===== config.mk =====
export PLATFORM = sky130hd
export DESIGN_NAME = sd_host_clock_divider_top
export DESIGN_NICKNAME = d
export VERILOG_FILES = /design/src/rtl/sdclk_pkg.sv /design/src/rtl/sd_host_clock_divider_top.sv
export SDC_FILE = /design/constraint.sdc
export NUM_CORES = 1
export LEC_CHECK = 0
export BUFFER_PORTS_ARGS = -buffer_cell sky130_fd_sc_hd__buf_2
export CAP_MARGIN = 20
export CORE_MARGIN = 2
export CORE_UTILIZATION = 47
export CTS_CLUSTER_DIAMETER = 40
export DETAILED_ROUTE_END_ITERATION = 7
export PLACE_DENSITY = 0.65
export SETUP_SLACK_MARGIN = 0.5
export SYNTH_ARGS = -nofsm -noshare
export SYNTH_HDL_FRONTEND = slang
export SYNTH_SLANG_ARGS = --single-unit

===== constraint.sdc =====
create_clock -name clk -period 7 [get_ports clk]
set_input_delay 1.4 -clock clk [delete_from_list [all_inputs] [get_ports clk]]
set_output_delay 1.4 -clock clk [all_outputs]
set_load 0.02 [all_outputs]

===== src/rtl/sdclk_pkg.sv =====
// Shared types, register indexes and field constants for the SD host clock divider.
package sdclk_pkg;

  typedef enum logic [1:0] {
    ST_IDLE,
    ST_DIV,
    ST_FINISH
  } sdclk_state_t;

  typedef logic [1:0] cfg_index_t;

  localparam cfg_index_t CFG_BASE_CLOCK_HZ    = 2'd0;
  localparam cfg_index_t CFG_CLOCK_MULTIPLIER = 2'd1;
  localparam cfg_index_t CFG_SPEC_V3          = 2'd2;

  localparam logic [31:0] BASE_CLOCK_RESET = 32'd200000000;
  localparam logic [7:0]  MULT_RESET       = 8'd0;
  localparam logic        SPEC_V3_RESET    = 1'b1;

  localparam int          DATA_W   = 32;
  localparam int          CODE_W   = 10;
  localparam int          WORD_W   = 16;
  localparam logic [9:0]  CODE_MAX = 10'd1023;

  localparam int PROG_BIT   = 5;
  localparam int INT_EN_BIT = 0;

  // Clamp a wide divider code to the ten-bit field.
  function automatic logic [CODE_W-1:0] sat_code(input logic [33:0] v);
    logic [CODE_W-1:0] r;
    if (v > 34'(CODE_MAX)) r = CODE_MAX;
    else                   r = v[CODE_W-1:0];
    return r;
  endfunction

  // Place the code into the clock control register layout.
  function automatic logic [WORD_W-1:0] pack_word(input logic [CODE_W-1:0] code,
                                                  input logic prog);
    logic [WORD_W-1:0] w;
    w             = '0;
    w[15:8]       = code[7:0];
    w[7:6]        = code[9:8];
    w[PROG_BIT]   = prog;
    w[INT_EN_BIT] = 1'b1;
    return w;
  endfunction

endpackage


===== src/rtl/sd_host_clock_divider_top.sv =====
// SD host clock divider: request in Hz to clock control word via a shared bit-serial divider.
//
// Channel  | Handshake           | Payload
// ---------+---------------------+------------------------------------------------
// input    | start / busy        | in_requested_hz[31:0]
// result   | out_valid (strobe)  | out_clock_control_word[15:0], out_divider_code[9:0]
// config   | cfg_we              | cfg_index[1:0], cfg_wdata[31:0]
//
// A transaction runs in steps: the load on the accepted start, the restoring divider (one
// quotient bit per cycle for base / (request + 1)), a finish step that selects the divisor
// and registers the packed word, then the result strobe.
// busy is high from the accepted start until the strobe; start is taken again in the
// strobe cycle. The receiver cannot stall; each result shows for exactly one cycle.
// Synchronous active-low reset restores the register defaults and idles the sequencer.
module sd_host_clock_divider_top #(
  parameter int PROG_DIV_LIMIT = 1024,
  parameter int MAX_DIV_V3     = 2046,
  parameter int MAX_DIV_V2     = 256
) (
  input  logic                        clk,
  input  logic                        rst_n,
  input  logic                        start,
  output logic                        busy,
  input  logic [31:0]                 in_requested_hz,
  output logic                        out_valid,
  output logic [15:0]                 out_clock_control_word,
  output logic [9:0]                  out_divider_code,
  input  logic                        cfg_we,
  input  sdclk_pkg::cfg_index_t       cfg_index,
  input  logic [31:0]                 cfg_wdata
);
  import sdclk_pkg::*;

  localparam int          V2_STEPS = $clog2(MAX_DIV_V2);
  localparam logic [33:0] EVEN_CAP = 34'(((MAX_DIV_V3 + 1) / 2) * 2);
  localparam logic [33:0] PROG_CAP = 34'(PROG_DIV_LIMIT + 1);
  localparam logic [33:0] V3_MAX   = 34'(MAX_DIV_V3);

  // Configuration registers
  logic [31:0] base_clock_r;
  logic [7:0]  mult_r;
  logic        spec_v3_r;

  always_ff @(posedge clk) begin
    if (!rst_n) begin
      base_clock_r <= BASE_CLOCK_RESET;
      mult_r       <= MULT_RESET;
      spec_v3_r    <= SPEC_V3_RESET;
    end else if (cfg_we) begin
      case (cfg_index)
        CFG_BASE_CLOCK_HZ:    base_clock_r <= cfg_wdata;
        CFG_CLOCK_MULTIPLIER: mult_r       <= cfg_wdata[7:0];
        CFG_SPEC_V3:          spec_v3_r    <= cfg_wdata[0];
        default:              ;
      endcase
    end
  end

  // Sequencer
  sdclk_state_t state_r, state_nxt;
  logic [4:0]   cnt_r, cnt_nxt;
  logic         load, div_step, finish;

  always_comb begin
    state_nxt = state_r;
    case (state_r)
      ST_IDLE:   if (start) state_nxt = ST_DIV;
      ST_DIV:    if (cnt_r == 5'd0) state_nxt = ST_FINISH;
      ST_FINISH: state_nxt = ST_IDLE;
      default:   state_nxt = ST_IDLE;
    endcase
  end

  always_comb begin
    busy     = 1'b1;
    load     = 1'b0;
    div_step = 1'b0;
    finish   = 1'b0;
    case (state_r)
      ST_IDLE: begin
        busy = 1'b0;
        load = start;
      end
      ST_DIV:    div_step = 1'b1;
      ST_FINISH: finish   = 1'b1;
      default:   busy     = 1'b1;
    endcase
  end

  always_comb begin
    cnt_nxt = cnt_r;
    if (load)          cnt_nxt = 5'd31;
    else if (div_step) cnt_nxt = cnt_r - 5'd1;
  end

  always_ff @(posedge clk) begin
    if (!rst_n) begin
      state_r <= ST_IDLE;
      cnt_r   <= '0;
    end else begin
      state_r <= state_nxt;
      cnt_r   <= cnt_nxt;
    end
  end

  // Restoring divider: quot_r starts as the dividend and fills with quotient bits
  logic [31:0] quot_r;
  logic [32:0] rem_r;
  logic [32:0] divisor_r;
  logic        req_zero_r;
  logic [33:0] trial;
  logic [33:0] diff;

  assign trial = {rem_r, quot_r[31]};
  assign diff  = trial - {1'b0, divisor_r};

  always_ff @(posedge clk) begin
    if (load) begin
      quot_r     <= base_clock_r;
      rem_r      <= '0;
      divisor_r  <= {1'b0, in_requested_hz} + 33'd1;
      req_zero_r <= (in_requested_hz == '0);
    end else if (div_step) begin
      if (!diff[33]) begin
        rem_r  <= diff[32:0];
        quot_r <= {quot_r[30:0], 1'b1};
      end else begin
        rem_r  <= trial[32:0];
        quot_r <= {quot_r[30:0], 1'b0};
      end
    end
  end

  // Divisor selection from dmin = quotient + 1
  logic [33:0]         dmin;
  logic [33:0]         prog_d;
  logic [33:0]         even_d;
  logic [33:0]         v2_d;
  logic [CODE_W-1:0]   code;
  logic                prog_mode;

  assign dmin = {2'b00, quot_r} + 34'd1;

  always_comb begin
    prog_mode = 1'b0;
    prog_d    = (dmin > PROG_CAP) ? PROG_CAP : dmin;
    even_d    = (dmin + 34'd1) & ~34'd1;
    if (even_d >= V3_MAX) even_d = EVEN_CAP;
    // smallest power of two that reaches dmin, capped at the top step
    v2_d = 34'd1 << V2_STEPS;
    for (int k = V2_STEPS; k >= 0; k--) begin
      if (dmin <= (34'd1 << k)) v2_d = 34'd1 << k;
    end
    if (spec_v3_r && (mult_r != '0)) begin
      prog_mode = 1'b1;
      code      = sat_code(prog_d - 34'd1);
    end else if (spec_v3_r) begin
      if (dmin <= 34'd1) code = '0;
      else               code = sat_code(even_d >> 1);
    end else begin
      code = sat_code(v2_d >> 1);
    end
  end

  // Result register
  logic              out_valid_r;
  logic [WORD_W-1:0] word_r;
  logic [CODE_W-1:0] code_r;

  always_ff @(posedge clk) begin
    if (!rst_n) out_valid_r <= 1'b0;
    else        out_valid_r <= finish;
  end

  always_ff @(posedge clk) begin
    if (finish) begin
      if (req_zero_r) begin
        word_r <= '0;
        code_r <= '0;
      end else begin
        word_r <= pack_word(code, prog_mode);
        code_r <= code;
      end
    end
  end

  assign out_valid              = out_valid_r;
  assign out_clock_control_word = word_r;
  assign out_divider_code       = code_r;

`ifndef NO_ASSERTIONS
  a_strobe_after_finish: assert property (@(posedge clk) disable iff (!rst_n)
    out_valid |-> $past(state_r == ST_FINISH))
    else $error("result strobe without a finish cycle");

  a_start_sets_busy: assert property (@(posedge clk) disable iff (!rst_n)
    (start && !busy) |=> busy)
    else $error("accepted start did not raise busy");

  a_word_matches_code: assert property (@(posedge clk) disable iff (!rst_n)
    out_valid |-> (out_clock_control_word[15:8] == out_divider_code[7:0] &&
                   out_clock_control_word[7:6] == out_divider_code[9:8]))
    else $error("packed word disagrees with divider code");

  a_div_length: assert property (@(posedge clk) disable iff (!rst_n)
    (state_r == ST_FINISH) |-> $past(state_r == ST_DIV && cnt_r == 5'd0))
    else $error("divider left early");
`endif

endmodule

==> out/qor.txt <==
Status = finished, final reports clean
Post-Syn Area = 0.0114 mm2
Initial core utilization = 48.1%
Largest family of logic cells by synthesized area = simple AND/OR/NAND/NOR gates
Gate Count Post-Synth = 1342
Worst-path fanout max = 14
Psw = 1.50 mW
Routed wire per std cell = 16.4 um
Critical Path Source Type = register
Period utilization = 81.8%
Yosys warns = 0
Design area = 0.0125 mm2
IO Port Bufs = 93
Initial drt markers = 572
Cts hold-fix bufs = 0
Fin worst setup slack = 1270 ps
Initial antenna violation count = 0
Worst min path class = register to register
Power share of the combinational group = 40.8%
Gr usage total = 22.5%
Worst Setup End Kind = register
Sw frac = 39.0%
Clk root buf = clkbuf_16
EDFF count, synth = 78
DP Wirelength = 21100 um
Worst Clk Skew = 13.9 ps
Weighted congestion at the end of routability-driven global placement = 0.912
Clock transition at path regs = 60 ps
Final Slew Violations = 0
Power after layout = 3.84 mW
CP required = 7180 ps
Slowest cell on crit path = nor4_1
Setup WS pre-CTS = 1340 ps
Synth Area in Compound Gates = 16.2%
TritonCTS clock tree = done
Netlist cell types = 87
Ys async rst share = 0%
# setup viols final = 0
Area of the multi-input gates = 0.00678 mm2
CTS sink cnt = 160
First-pass GRT wire length = 47100 um
Sequential area share after synthesis = 35.1%
Dominant synthesized flop cell = dfxtp_1
Synth Area in Adders = 5.02%
Internal = 2.34 mW
Area Overhead vs Synth = 10.4%
Hold Path Depth = 2
Worst-skew pair later-pin latency = 430 ps
Syn Area/Cell = 8.47 um2
Vias in the first global route = 9315
Clock power frac = 24.1%
DIE HEIGHT = 159 um
Routed Antenna Nets = 0
Maximum vdd drop = 0.000191 V
Final setup TNS = 0 ps
CP cell instances = ha_1 > nand2_1 > nor4_1 > nand4_1 > mux2i_1 > a2111oi_0 > nand4_1 > nor4_1 > buf_4 > and2_1 > ha_1 > nand3_1 > o22ai_1 > o31ai_1 > o21ai_0 > a21o_1 > o21ai_0
Fin. Hold Viols = 0
R2r worst-path depth = 17
Grt ovf = 0
Fmax = 0.175 GHz
Share of power burned in registers = 35.1%
Die area = 0.0254 mm2
Vias = 9792
FF/Latch Area = 0.00398 mm2
#FFs+latches synth = 160
Lkg Pwr = 4.89 nW
Final WL = 28100 um
RSZ-0062 raised after global routing = no
Top Ports = 98
XOR/XNOR Fraction of Synth Area = 8.17%
Fill count = 2245
Synth Area in Simple Gates = 25.2%
Antenna fix cells = 0
Final Hold Slack = 463 ps
Post-CTS setup repair buffer count = 0
Nets = 1501
DR vias/cell = 5.70
Post-route DRC = 0
Max Buffers Root-to-Sink = 2
Largest net degree at the start of global routing = 56
DP Area = 0.0120 mm2
Share of cells above drive strength 1 = 13.9%
Critical Path AT = 5900 ps
Pwr Density = 306 mW/mm2
Post-synthesis mux area share = 4.72%
DRT Pass-1 Iters = 5
# resized after CTS = 0
Max-cap viol count = 0
Die Wd = 159 um
Htree depth = 4
Tmin final = 5730 ps
Crit path kind = register to register
Site row count = 56
CP max stage delay = 820 ps
CORE AREA = 0.0236 mm2
Slew HR = 27.4%
Worst slew pin tran = 1090 ps
Cts bufs inserted = 17
[state kept, by name, summed over array words and instances, names as in the netlist]
signal,count
divisor_r,33
rem_r,33
base_clock_r,32
quot_r,32
out_clock_control_word,11
mult_r,8
cnt_r,5
state_r,2
out_divider_code,1
out_valid,1
req_zero_r,1
spec_v3_r,1
[per-layer routing]
metal  share of wire, %  track usage, %  up-vias
li1                   -               -     4927
met1                 46            29.2     4563
met2                 48            38.4      258
met3                4.5            3.39       44
met4                2.0            7.40        0
met5                  0               0        -
[synth_stat cells, types with 24 or more instances]
cell | number | area, um2
nand4_1 | 35 | 219
nand2_1 | 184 | 691
xnor2_1 | 74 | 648
nor4_1 | 24 | 150
mux2_2 | 29 | 327
dfxtp_1 | 82 | 1640
nand3_1 | 73 | 365
a21oi_1 | 61 | 305
inv_1 | 69 | 259
nor2_1 | 65 | 244
edfxtp_1 | 78 | 2340
clkbuf_1 | 56 | 210
nor3_1 | 34 | 170
ha_1 | 44 | 551
xor2_1 | 32 | 280
o21ai_0 | 71 | 355
[critical path: cells and delay by family (launching register included)]
kind	cells	cell delay, ps
compound gates	6	1350
fa+ha+maj	2	750
buf+inv	1	230
flops	1	530
mux	1	230
simple gates	7	2360
[placed cells by master (no fill, tap or decap), drive strengths merged, types with 8 or more instances in the layout]
cell / count
nand2: 185
buf: 103
dfxtp: 82
edfxtp: 78
nand3: 75
xnor2: 74
o21ai: 74
inv: 71
nor2: 65
a21oi: 61
ha: 44
nand4: 37
nor3: 34
xor2: 32
mux2: 29
nor4: 28
clkbuf: 26
nor2b: 22
a21boi: 22
mux2i: 21
and3: 21
and2: 21
a21o: 15
a31oi: 14
nand2b: 12
and4: 10
o21a: 9
o31ai: 9
o21bai: 8
[through the flow]
step | utilization, % | instances
after floorplan | - | 1345
after global placement | 50.7 | 1686
after detailed placement | 50.7 | 1686
after CTS | 53.1 | 1718
after global routing | 53.1 | 1718
final | 53.1 | 1718
[cells by family after synthesis]
logic type                 after synthesis
buffers and inverters                  150
and+or+nand+nor                        550
DFF                                    160
AOI/OAI and AO/OA                      280
adders and majority gates               45
muxes                                   50
xor gates and xnor gates               106
other                                    1
[power groups by stage]
stage | Clock (mW) | Combinational, mW | Sequential [mW]
floorplan | 0 | 1.28 | 1.27
global placement | 0 | 1.53 | 1.36
detailed placement | 0 | 1.55 | 1.36
CTS | 0.949 | 1.56 | 1.34
global route | 0.988 | 1.77 | 1.37
finish | 0.924 | 1.57 | 1.35
[path summary, 6_finish.rpt]
| check | start | slack [ps] | to |
|---|---|---|---|
| hold reg to reg | base_clock_r[18]$_SDFFE_PN0P_ | 460 | base_clock_r[18]$_SDFFE_PN0P_ |
| setup reg to reg | quot_r[2]$_DFFE_PP_ | 1270 | out_clock_control_word[8]$_SDFFCE_PP0P_ |
| setup / recovery | quot_r[2]$_DFFE_PP_ | 1270 | out_clock_control_word[8]$_SDFFCE_PP0P_ |
| hold / removal | base_clock_r[18]$_SDFFE_PN0P_ | 460 | base_clock_r[18]$_SDFFE_PN0P_ |
[final cells by class]
cell class	instances	area share, %
tap	319	3.18
inverter	69	2.06
multi-input combinational	1035	54.0
clock inverter	6	0.339
sequential	160	31.7
timing repair buffer	103	4.31
clock buffer	26	4.33
No activity file was read; power rests on OpenSTA's default activity.
